$ cat src/wqs_pkg.sv
`default_nettype none

package wqs_pkg;

	localparam int MAX_QUEUES  = 64;
	localparam int QUEUE_W     = 6;
	localparam int QCNT_W      = 7;
	localparam int PC_W        = 7;
	localparam int PRIO_W      = 32;
	localparam int TAG_W       = 16;
	localparam int CNT_W       = 32;
	localparam int WHOLE_W     = CNT_W + 1;

	localparam logic [QCNT_W-1:0] QCNT_RESET = 7'd64;
	localparam logic [CNT_W-1:0]  PHI_FRAC   = 32'h9E37_79B9;

	// Remainder unit: eight dividend bits per cycle
	localparam int MOD_STEP_BITS = 8;
	localparam int MOD_STEPS     = (WHOLE_W + MOD_STEP_BITS - 1) / MOD_STEP_BITS;
	localparam int MOD_W         = MOD_STEPS * MOD_STEP_BITS;
	localparam int MOD_STEP_W    = $clog2(MOD_STEPS);

	// Rank search: one byte of the candidate mask per cycle
	localparam int CHUNK_W     = 8;
	localparam int CHUNKS      = MAX_QUEUES / CHUNK_W;
	localparam int CHUNK_IDX_W = $clog2(CHUNKS);
	localparam int CHUNK_BIT_W = $clog2(CHUNK_W);
	localparam int CHUNK_CNT_W = CHUNK_BIT_W + 1;

	localparam int FIFO_DEPTH = 2;
	localparam int FIFO_PTR_W = $clog2(FIFO_DEPTH);
	localparam int FIFO_CNT_W = $clog2(FIFO_DEPTH + 1);

	// Classified request handed from front to back
	typedef struct packed {
		logic                  fast;
		logic [QUEUE_W-1:0]    target;
		logic [MAX_QUEUES-1:0] cand;
		logic [PC_W-1:0]       pc;
		logic [PRIO_W-1:0]     prio;
		logic [TAG_W-1:0]      tag;
	} entry_t;

	function automatic logic [PC_W-1:0] popcount64(input logic [MAX_QUEUES-1:0] v);
		logic [PC_W-1:0] c;
		c = '0;
		for (int i = 0; i < MAX_QUEUES; i++) begin
			c = c + PC_W'(v[i]);
		end
		return c;
	endfunction

	function automatic logic [CHUNK_CNT_W-1:0] popcount8(input logic [CHUNK_W-1:0] v);
		logic [CHUNK_CNT_W-1:0] c;
		c = '0;
		for (int i = 0; i < CHUNK_W; i++) begin
			c = c + CHUNK_CNT_W'(v[i]);
		end
		return c;
	endfunction

	function automatic logic [QUEUE_W-1:0] lowest_bit64(input logic [MAX_QUEUES-1:0] v);
		logic [QUEUE_W-1:0] idx;
		idx = '0;
		for (int i = MAX_QUEUES - 1; i >= 0; i--) begin
			if (v[i]) begin
				idx = QUEUE_W'(i);
			end
		end
		return idx;
	endfunction

	// Position of the set bit of rank r within one byte
	function automatic logic [CHUNK_BIT_W-1:0] pick_in_byte(input logic [CHUNK_W-1:0] b,
		input logic [CHUNK_BIT_W-1:0] r);
		logic [CHUNK_BIT_W-1:0] idx;
		logic [CHUNK_CNT_W-1:0] seen;
		logic                   found;
		idx   = '0;
		seen  = '0;
		found = 1'b0;
		for (int i = 0; i < CHUNK_W; i++) begin
			if (b[i] && !found) begin
				if (seen == {1'b0, r}) begin
					found = 1'b1;
					idx   = CHUNK_BIT_W'(i);
				end else begin
					seen = seen + 1'b1;
				end
			end
		end
		return idx;
	endfunction

endpackage

`default_nettype wire

$ cat src/wqs_req_if.sv
`default_nettype none

interface wqs_req_if;
	import wqs_pkg::*;

	logic                  valid;
	logic                  ready;
	logic [MAX_QUEUES-1:0] affinity_mask;
	logic [MAX_QUEUES-1:0] empty_queue_flags;
	logic [PRIO_W-1:0]     task_priority;
	logic [TAG_W-1:0]      task_tag;

	modport source (output valid, affinity_mask, empty_queue_flags, task_priority, task_tag,
		input ready);
	modport sink (input valid, affinity_mask, empty_queue_flags, task_priority, task_tag,
		output ready);
endinterface

`default_nettype wire

$ cat src/wqs_res_if.sv
`default_nettype none

interface wqs_res_if;
	import wqs_pkg::*;

	logic               valid;
	logic               ready;
	logic [QUEUE_W-1:0] target_queue;
	logic               took_empty;
	logic [PRIO_W-1:0]  out_priority;
	logic [TAG_W-1:0]   out_tag;

	modport source (output valid, target_queue, took_empty, out_priority, out_tag,
		input ready);
	modport sink (input valid, target_queue, took_empty, out_priority, out_tag,
		output ready);
endinterface

`default_nettype wire

$ cat src/wqs_fifo.sv
`default_nettype none

module wqs_fifo (
	input  wire logic             clk,
	input  wire logic             arst_n,
	input  wire logic             push,
	input  wire wqs_pkg::entry_t  push_data,
	output      logic             full,
	input  wire logic             pop,
	output      wqs_pkg::entry_t  pop_data,
	output      logic             empty
);
	import wqs_pkg::*;

	entry_t                mem_q [FIFO_DEPTH];
	logic [FIFO_PTR_W-1:0] wr_ptr_q;
	logic [FIFO_PTR_W-1:0] rd_ptr_q;
	logic [FIFO_CNT_W-1:0] count_q;
	logic                  do_push;
	logic                  do_pop;

	assign full     = (count_q == FIFO_CNT_W'(FIFO_DEPTH));
	assign empty    = (count_q == '0);
	assign do_push  = push && !full;
	assign do_pop   = pop && !empty;
	assign pop_data = mem_q[rd_ptr_q];

	always_ff @(posedge clk or negedge arst_n) begin
		if (!arst_n) begin
			wr_ptr_q <= '0;
			rd_ptr_q <= '0;
			count_q  <= '0;
		end else begin
			if (do_push) begin
				wr_ptr_q <= wr_ptr_q + 1'b1;
			end
			if (do_pop) begin
				rd_ptr_q <= rd_ptr_q + 1'b1;
			end
			if (do_push && !do_pop) begin
				count_q <= count_q + 1'b1;
			end else if (do_pop && !do_push) begin
				count_q <= count_q - 1'b1;
			end
		end
	end

	always_ff @(posedge clk) begin
		if (do_push) begin
			mem_q[wr_ptr_q] <= push_data;
		end
	end

endmodule

`default_nettype wire

$ cat src/wqs_front.sv
`default_nettype none

module wqs_front (
	input  wire logic                       clk,
	input  wire logic                       arst_n,
	input  wire logic                       cfg_wr_en,
	input  wire logic [wqs_pkg::QCNT_W-1:0] cfg_wr_data,
	wqs_req_if.sink                         req,
	output      logic                       push,
	output      wqs_pkg::entry_t            push_data,
	input  wire logic                       full
);
	import wqs_pkg::*;

	logic [QCNT_W-1:0]     queue_count_q;
	logic [QCNT_W-1:0]     n_live;
	logic [MAX_QUEUES-1:0] live;
	logic [MAX_QUEUES-1:0] empty_live;
	logic [MAX_QUEUES-1:0] aff_live;
	logic [MAX_QUEUES-1:0] cand;

	always_ff @(posedge clk or negedge arst_n) begin
		if (!arst_n) begin
			queue_count_q <= QCNT_RESET;
		end else if (cfg_wr_en) begin
			queue_count_q <= cfg_wr_data;
		end
	end

	// Clamp the queue count to 1..MAX_QUEUES
	always_comb begin
		if (queue_count_q == '0) begin
			n_live = QCNT_W'(1);
		end else if (queue_count_q > QCNT_W'(MAX_QUEUES)) begin
			n_live = QCNT_W'(MAX_QUEUES);
		end else begin
			n_live = queue_count_q;
		end
	end

	always_comb begin
		for (int i = 0; i < MAX_QUEUES; i++) begin
			live[i] = (QCNT_W'(i) < n_live);
		end
	end

	assign empty_live = req.empty_queue_flags & live;
	assign aff_live   = req.affinity_mask & live;
	assign cand       = (aff_live == '0) ? live : aff_live;

	assign req.ready = !full;
	assign push      = req.valid && !full;

	always_comb begin
		push_data.fast   = (empty_live != '0);
		push_data.target = lowest_bit64(empty_live);
		push_data.cand   = cand;
		push_data.pc     = popcount64(cand);
		push_data.prio   = req.task_priority;
		push_data.tag    = req.task_tag;
	end

endmodule

`default_nettype wire

$ cat src/wqs_back.sv
`default_nettype none

module wqs_back (
	input  wire logic            clk,
	input  wire logic            arst_n,
	input  wire logic            empty,
	input  wire wqs_pkg::entry_t head,
	output      logic            pop,
	wqs_res_if.source            res
);
	import wqs_pkg::*;

	localparam logic [2:0] ST_IDLE = 3'd0;
	localparam logic [2:0] ST_MUL  = 3'd1;
	localparam logic [2:0] ST_ADD  = 3'd2;
	localparam logic [2:0] ST_DIV  = 3'd3;
	localparam logic [2:0] ST_SEL  = 3'd4;
	localparam logic [2:0] ST_DONE = 3'd5;

	logic [2:0]             state_q;
	logic [CNT_W-1:0]       counter_q;
	logic [CNT_W-1:0]       snap_q;
	logic [CNT_W-1:0]       prod_hi_q;
	logic [MOD_W-1:0]       dvd_q;
	logic [PC_W-1:0]        rem_q;
	logic [MOD_STEP_W-1:0]  step_q;
	logic [QUEUE_W-1:0]     rank_q;
	logic [CHUNK_IDX_W-1:0] chunk_q;
	logic [MAX_QUEUES-1:0]  cand_q;
	logic [PC_W-1:0]        pc_q;
	logic [PRIO_W-1:0]      prio_hold_q;
	logic [TAG_W-1:0]       tag_hold_q;
	logic [QUEUE_W-1:0]     target_q;

	logic                   out_valid_q;
	logic [QUEUE_W-1:0]     out_target_q;
	logic                   out_fast_q;
	logic [PRIO_W-1:0]      out_prio_q;
	logic [TAG_W-1:0]       out_tag_q;

	logic                   out_free;
	logic                   load_out;
	logic [2*CNT_W-1:0]     prod;
	logic [PC_W-1:0]        rem_next;
	logic [PC_W-1:0]        trial;
	logic [CHUNK_W-1:0]     cur_byte;
	logic [CHUNK_CNT_W-1:0] byte_cnt;
	logic                   hit;

	assign out_free = !out_valid_q || res.ready;
	assign pop      = (state_q == ST_IDLE) && !empty && (!head.fast || out_free);
	assign load_out = ((state_q == ST_IDLE) && pop && head.fast) ||
		((state_q == ST_DONE) && out_free);
	assign prod     = {{CNT_W{1'b0}}, snap_q} * {{CNT_W{1'b0}}, PHI_FRAC};

	// Eight restoring steps of the remainder per cycle
	always_comb begin
		rem_next = rem_q;
		trial    = '0;
		for (int i = 0; i < MOD_STEP_BITS; i++) begin
			trial = {rem_next[PC_W-2:0], dvd_q[MOD_W-1-i]};
			if (trial >= pc_q) begin
				rem_next = trial - pc_q;
			end else begin
				rem_next = trial;
			end
		end
	end

	assign cur_byte = cand_q[CHUNK_W-1:0];
	assign byte_cnt = popcount8(cur_byte);
	assign hit      = ({1'b0, rank_q} < (QUEUE_W + 1)'(byte_cnt));

	always_ff @(posedge clk or negedge arst_n) begin
		if (!arst_n) begin
			state_q     <= ST_IDLE;
			counter_q   <= '0;
			out_valid_q <= 1'b0;
		end else begin
			if (load_out) begin
				out_valid_q <= 1'b1;
			end else if (res.ready) begin
				out_valid_q <= 1'b0;
			end
			unique case (state_q)
				ST_IDLE: begin
					if (pop && !head.fast) begin
						state_q <= ST_MUL;
					end
				end
				ST_MUL: begin
					counter_q <= counter_q + 1'b1;
					state_q   <= ST_ADD;
				end
				ST_ADD: begin
					state_q <= ST_DIV;
				end
				ST_DIV: begin
					if (step_q == MOD_STEP_W'(MOD_STEPS - 1)) begin
						state_q <= ST_SEL;
					end
				end
				ST_SEL: begin
					if (hit) begin
						state_q <= ST_DONE;
					end
				end
				ST_DONE: begin
					if (out_free) begin
						state_q <= ST_IDLE;
					end
				end
				default: begin
					state_q <= ST_IDLE;
				end
			endcase
		end
	end

	always_ff @(posedge clk) begin
		unique case (state_q)
			ST_IDLE: begin
				if (pop) begin
					if (head.fast) begin
						out_target_q <= head.target;
						out_fast_q   <= 1'b1;
						out_prio_q   <= head.prio;
						out_tag_q    <= head.tag;
					end else begin
						snap_q      <= counter_q;
						cand_q      <= head.cand;
						pc_q        <= head.pc;
						prio_hold_q <= head.prio;
						tag_hold_q  <= head.tag;
					end
				end
			end
			ST_MUL: begin
				prod_hi_q <= prod[2*CNT_W-1:CNT_W];
			end
			ST_ADD: begin
				dvd_q  <= MOD_W'({1'b0, snap_q} + {1'b0, prod_hi_q});
				rem_q  <= '0;
				step_q <= '0;
			end
			ST_DIV: begin
				rem_q   <= rem_next;
				dvd_q   <= dvd_q << MOD_STEP_BITS;
				step_q  <= step_q + 1'b1;
				rank_q  <= rem_next[QUEUE_W-1:0];
				chunk_q <= '0;
			end
			ST_SEL: begin
				if (hit) begin
					target_q <= {chunk_q, pick_in_byte(cur_byte, rank_q[CHUNK_BIT_W-1:0])};
				end else begin
					rank_q  <= rank_q - QUEUE_W'(byte_cnt);
					cand_q  <= cand_q >> CHUNK_W;
					chunk_q <= chunk_q + 1'b1;
				end
			end
			ST_DONE: begin
				if (out_free) begin
					out_target_q <= target_q;
					out_fast_q   <= 1'b0;
					out_prio_q   <= prio_hold_q;
					out_tag_q    <= tag_hold_q;
				end
			end
			default: begin
			end
		endcase
	end

	assign res.valid        = out_valid_q;
	assign res.target_queue = out_target_q;
	assign res.took_empty   = out_fast_q;
	assign res.out_priority = out_prio_q;
	assign res.out_tag      = out_tag_q;

	a_counter_only_spread: assert property (@(posedge clk) disable iff (!arst_n)
		(state_q != ST_MUL) |=> $stable(counter_q))
		else $error("spread counter moved outside the spread path");

	a_rem_below_pc: assert property (@(posedge clk) disable iff (!arst_n)
		(state_q == ST_DIV) |-> (rem_q < pc_q))
		else $error("remainder not below the candidate count");

	a_rank_in_range: assert property (@(posedge clk) disable iff (!arst_n)
		(state_q == ST_SEL) |-> ({1'b0, rank_q} < popcount64(cand_q)))
		else $error("rank beyond the remaining candidates");

	a_done_delivers: assert property (@(posedge clk) disable iff (!arst_n)
		(state_q == ST_DONE && out_free) |=> (out_valid_q && state_q == ST_IDLE))
		else $error("finished spread result not delivered");

endmodule

`default_nettype wire

$ cat src/work_queue_selector.sv
// Work queue selector: places each task request on one of up to 64 work queues. A request is
// accepted whenever the two-entry queue between the classifying front and the placing back has
// room, so the input side keeps moving while a result waits on the output register. If any
// active queue is empty, the lowest such queue is taken (took_empty = 1) and the request passes
// through the two-entry queue to the output register. Otherwise the affinity mask, cut to the
// active queues (or all active queues if nothing is left), is spread over by a golden-ratio
// sequence: the 32x32 product, then the add, then the remainder unit (eight dividend bits a
// cycle) and last the byte-wise rank search, all in the back, which handles one request at a
// time. queue_count is written through cfg_wr_en / cfg_wr_data and must only change while no
// request is in flight.
`default_nettype none

module work_queue_selector (
	input  wire logic                       clk,
	input  wire logic                       arst_n,
	input  wire logic                       cfg_wr_en,
	input  wire logic [wqs_pkg::QCNT_W-1:0] cfg_wr_data,
	wqs_req_if.sink                         req,
	wqs_res_if.source                       res
);
	import wqs_pkg::*;

	// Classified requests between front and back
	entry_t push_data;
	entry_t head;
	logic   push;
	logic   full;
	logic   pop;
	logic   empty;

	// Front: hold the queue count, classify each request and push it
	wqs_front u_front (
		.clk         (clk),
		.arst_n      (arst_n),
		.cfg_wr_en   (cfg_wr_en),
		.cfg_wr_data (cfg_wr_data),
		.req         (req),
		.push        (push),
		.push_data   (push_data),
		.full        (full)
	);

	// Decouple the two halves so each can stall on its own
	wqs_fifo u_fifo (
		.clk       (clk),
		.arst_n    (arst_n),
		.push      (push),
		.push_data (push_data),
		.full      (full),
		.pop       (pop),
		.pop_data  (head),
		.empty     (empty)
	);

	// Back: advance the spread counter, reduce and pick the target, drive the result
	wqs_back u_back (
		.clk    (clk),
		.arst_n (arst_n),
		.empty  (empty),
		.head   (head),
		.pop    (pop),
		.res    (res)
	);

endmodule

`default_nettype wire

$ cat src/flat_wrapper.sv
// flat-port wrapper written by rule: the top's interface ports become plain ports
module work_queue_selector_flat import wqs_pkg::*;
  (clk, arst_n, cfg_wr_en, cfg_wr_data, req_valid, req_affinity_mask, req_empty_queue_flags, req_task_priority, req_task_tag, req_ready, res_valid, res_target_queue, res_took_empty, res_out_priority, res_out_tag, res_ready);
  wqs_req_if req_i ();
  wqs_res_if res_i ();
  input  wire logic clk;
  input  wire logic arst_n;
  input  wire logic cfg_wr_en;
  input  wire logic [wqs_pkg::QCNT_W-1:0] cfg_wr_data;
  input wire logic [$bits(req_i.valid)-1:0] req_valid;
  input wire logic [$bits(req_i.affinity_mask)-1:0] req_affinity_mask;
  input wire logic [$bits(req_i.empty_queue_flags)-1:0] req_empty_queue_flags;
  input wire logic [$bits(req_i.task_priority)-1:0] req_task_priority;
  input wire logic [$bits(req_i.task_tag)-1:0] req_task_tag;
  output wire logic [$bits(req_i.ready)-1:0] req_ready;
  output wire logic [$bits(res_i.valid)-1:0] res_valid;
  output wire logic [$bits(res_i.target_queue)-1:0] res_target_queue;
  output wire logic [$bits(res_i.took_empty)-1:0] res_took_empty;
  output wire logic [$bits(res_i.out_priority)-1:0] res_out_priority;
  output wire logic [$bits(res_i.out_tag)-1:0] res_out_tag;
  input wire logic [$bits(res_i.ready)-1:0] res_ready;
  assign req_i.valid = req_valid;
  assign req_i.affinity_mask = req_affinity_mask;
  assign req_i.empty_queue_flags = req_empty_queue_flags;
  assign req_i.task_priority = req_task_priority;
  assign req_i.task_tag = req_task_tag;
  assign req_ready = req_i.ready;
  assign res_valid = res_i.valid;
  assign res_target_queue = res_i.target_queue;
  assign res_took_empty = res_i.took_empty;
  assign res_out_priority = res_i.out_priority;
  assign res_out_tag = res_i.out_tag;
  assign res_i.ready = res_ready;
  work_queue_selector u_core (.clk(clk), .arst_n(arst_n), .cfg_wr_en(cfg_wr_en), .cfg_wr_data(cfg_wr_data), .req(req_i), .res(res_i));
endmodule
$ cat config.mk
export PLATFORM = sky130hd
export DESIGN_NAME = work_queue_selector_flat
export DESIGN_NICKNAME = d
export VERILOG_FILES = /design/src/wqs_pkg.sv /design/src/wqs_req_if.sv /design/src/wqs_res_if.sv /design/src/wqs_fifo.sv /design/src/wqs_front.sv /design/src/wqs_back.sv /design/src/work_queue_selector.sv /design/src/flat_wrapper.sv
export SDC_FILE = /design/constraint.sdc
export NUM_CORES = 2
export LEC_CHECK = 0
export ABC_CLOCK_PERIOD_IN_PS = 24100
export BUFFER_PORTS_ARGS = -buffer_cell sky130_fd_sc_hd__buf_2
export CORE_AREA = 2 2 351 249
export CTS_CLUSTER_DIAMETER = 40
export CTS_CLUSTER_SIZE = 12
export DETAILED_ROUTE_END_ITERATION = 10
export DIE_AREA = 0 0 353 251
export PLACE_DENSITY = 0.78
export RECOVER_POWER = 50
export SYNTH_ARGS = -nofsm -noshare
export SYNTH_HDL_FRONTEND = slang
export SYNTH_HIERARCHICAL = 1
export SYNTH_SLANG_ARGS = --single-unit
$ cat constraint.sdc
create_clock -name clk -period 24.1 [get_ports clk]
set_clock_uncertainty 0.1 [all_clocks]
set_input_delay 3.615 -clock clk [delete_from_list [all_inputs] [get_ports clk]]
set_output_delay 3.615 -clock clk [all_outputs]
set_load 0.03 [all_outputs]
==> results.tsv <==
metric	value	unit
syn2layout_area_growth	8.15	%
vias	33600	
worst_pin_slew	3.54	ns
die_h	251	um
dr.pass1.iters	8	
cts_made_buffers	72	
hold_violations	0	
grt-busiest-layer	met1	
seq_area	0.0178	mm^2
cp-startpoint	u_core/u_back/pc_q[1]$_DFFE_PP_	
period_minus_slack	18.94	ns
drive_above_1_share	0.118	
timing.fmax	52.8	MHz
routed_via_density	5.88	
grt_util_all_layers	0.314	
end_kind	flip-flop	
critPathMaxStageDelay	0.75	ns
maxCapViolations	13	
crit_arrival	19.19	ns
num_rows	90	
use_met1	0.480	
first_iter_violations	3669	
ctsHtreeMaxLevel	3	
core-area	0.0854	mm^2
die_w	353	um
synth_seq_cells	601	
synth_nets	5544	
worstHoldStart	u_core/u_back/counter_q[31]$_DFFE_PN0P_	
fill_cells	6569	
postRouteAntennaNets	0	
place_hpwl	108	mm
synth.distinct_cells	111	
slew_violations	553	
drc	0	
dieArea	0.0886	mm^2
gp_congestion	1.03	
max-slew-margin-rel	-1.36	
ys_warn_count	6	
seq_area_frac_synth	0.350	
grt_pass1_wl	208	mm
syn_area_per_cell	11.9	um^2
path_max_fanout	10	
synth_edf_count	554	
io_buffers	244	
post_drt_wl_per_cell	23.8	um
violations	max-capacitance violations, max-slew violations	
cp-start-kind	flip-flop	
tritoncts	done	
path_clk_slew	0.06	ns
met3_usage	0.132	
cts-root-to-sink-buffers	3	
criticalPathCategory	flip-flop to flip-flop	
ctsHoldBuffers	0	
syn-cell-area	0.0508	mm^2
r2r-start	u_core/u_back/pc_q[1]$_DFFE_PP_	
cts_setup_buffers	0	
cpMostUsedCell	a21o_1	
clkSinkCount	601	
synth_ff_type	edfxtp_1	
hp-class	flip-flop to flip-flop	
setup_tns	0	ns
worstSkewPairLatency	0.61	ns
met2_usage	0.412	
grt_max_degree	68	
cp_slowest_cell	edfxtp_1	
crit_required	24.36	ns
layout.nets	5756	
cts_resized	0	
multi_input_area	0.0294	mm^2
finalSetupViolations	0	
async_flop_share	0.0782	
fin_crit_sh	0.786	
antenna_found_initial	11	
outcome	finished, violations left	
root_buffer	clkbuf_16	
drt-total-wl	136	mm
grt_pass1_vias	34000	
initial_core_util	0.596	
grt_overflow	0	
num_io_pins	245	
synthCells	4283	
rsz0062_at_grt	false	
==> logic make-up after synthesis <==
| logic type | synth area share |
|---|---|
| adders and majority gates | 0.346 |
| buffers and inverters | 0.0707 |
| and+or+nand+nor | 0.0684 |
| AOI/OAI and AO/OA | 0.0871 |
| DFF | 0.350 |
| muxes | 0.0518 |
| xor gates and xnor gates | 0.0254 |
==> area by class of cell <==
| cell class | count | area share |
|---|---|---|
| multi-input cells | 2826 | 0.534 |
| flip-flops and latches | 601 | 0.324 |
| inverters | 705 | 0.0481 |
| clock buffers | 96 | 0.0352 |
| repair buffers | 289 | 0.0267 |
| well taps | 1150 | 0.0262 |
| clock inverters | 28 | 0.00523 |
| diodes | 8 | 0.000364 |
==> placed cells by master, fill, tap and decap left out, types with 59 or more instances in the layout <==
master     Yosys  layout
buf_2         27     206
nor2_1       131     130
mux2_2       182     138
fa_1         555     555
mux2_1         0      70
inv_1        705     705
a21o_1        85      85
nand2_1      317     317
o21a_1        59      59
a21oi_1      147     147
ha_1         518     518
o21ai_0      137     137
xnor2_1       92      92
clkbuf_1      52      71
clkbuf_16      0      73
edfxtp_1     554     554
==> registers in the layout, indices dropped and copies added, names as in the netlist, 6 cells and up <==
signal                          cells
u_core/u_back/pc_q                  7
u_core/u_front/queue_count_q        7
u_core/u_back/res.target_queue      6
u_core/u_back/rem_q                 6
u_core/u_back/dvd_q                40
u_core/u_fifo/mem_q               252
u_core/u_back/counter_q            32
u_core/u_back/prio_hold_q          32
u_core/u_back/res.out_priority     32
u_core/u_back/prod_hi_q            32
u_core/u_back/cand_q               64
u_core/u_back/snap_q               32
u_core/u_back/rank_q                6
u_core/u_back/target_q              6
u_core/u_back/tag_hold_q           16
u_core/u_back/res.out_tag          16
==> worst paths after layout <==
kind                       slack [ns]                                          end  depth (start not counted)
min in group asynchronous        4.19  u_core/u_front/queue_count_q[0]$_DFFE_PN0P_                          2
hold / removal                   0.36      u_core/u_back/counter_q[31]$_DFFE_PN0P_                          1
hold reg to reg                  0.36      u_core/u_back/counter_q[31]$_DFFE_PN0P_                          1
setup / recovery                 5.16            u_core/u_back/rank_q[5]$_DFFE_PP_                         80
max in group asynchronous       17.66       u_core/u_back/counter_q[2]$_DFFE_PN0P_                          2
setup reg to reg                 5.16            u_core/u_back/rank_q[5]$_DFFE_PP_                         80
==> Yosys cell counts (all sizes together) (50+ instances only) <==
library cell  instances  area share
nand3                52      0.0051
nor2                132      0.0098
inv                 705       0.052
xnor2                92       0.016
ha                  518        0.13
a21oi               151       0.015
mux2                213       0.049
fa                  555        0.22
nand2               318       0.024
o21a                 59      0.0087
a21o                 87       0.013
xor2                 50      0.0086
o21ai               147       0.015
clkbuf               55      0.0047
buf                  96       0.014
edfxtp              554        0.33
==> stage by stage <==
step	cell area, um^2	setup WS, ns	utilization	hold slack [ns]	cells
final	55000	5.16	0.644	0.364	5703
after global routing	55000	3.57	0.644	0.384	5703
after CTS	55200	5.04	0.647	0.368	5695
after detailed placement	53000	5.11	0.621	0.354	5571
after global placement	53000	4.89	0.621	0.351	5571
after floorplan	50800	7.10	-	0.331	4283
==> critical path, delay by kind of cell (launching register included) <==
family | cells | cell delay [ns]
AOI/OAI and AO/OA | 47 | 11.35
adders and majority gates | 8 | 2.26
buffers and inverters | 7 | 0.90
and+or+nand+nor | 14 | 1.67
muxes | 4 | 1.58
DFF | 1 | 0.75
==> per-layer routing <==
metal	part of all wire	wire length [um]
met1	0.45	61100
met2	0.39	53300
met3	0.14	18400
met4	0.018	2420
met5	0.0048	652
Power is left out: the tool's default activity adds up to more than one toggle a clock period on the data nets, which glitch-free logic cannot reach.
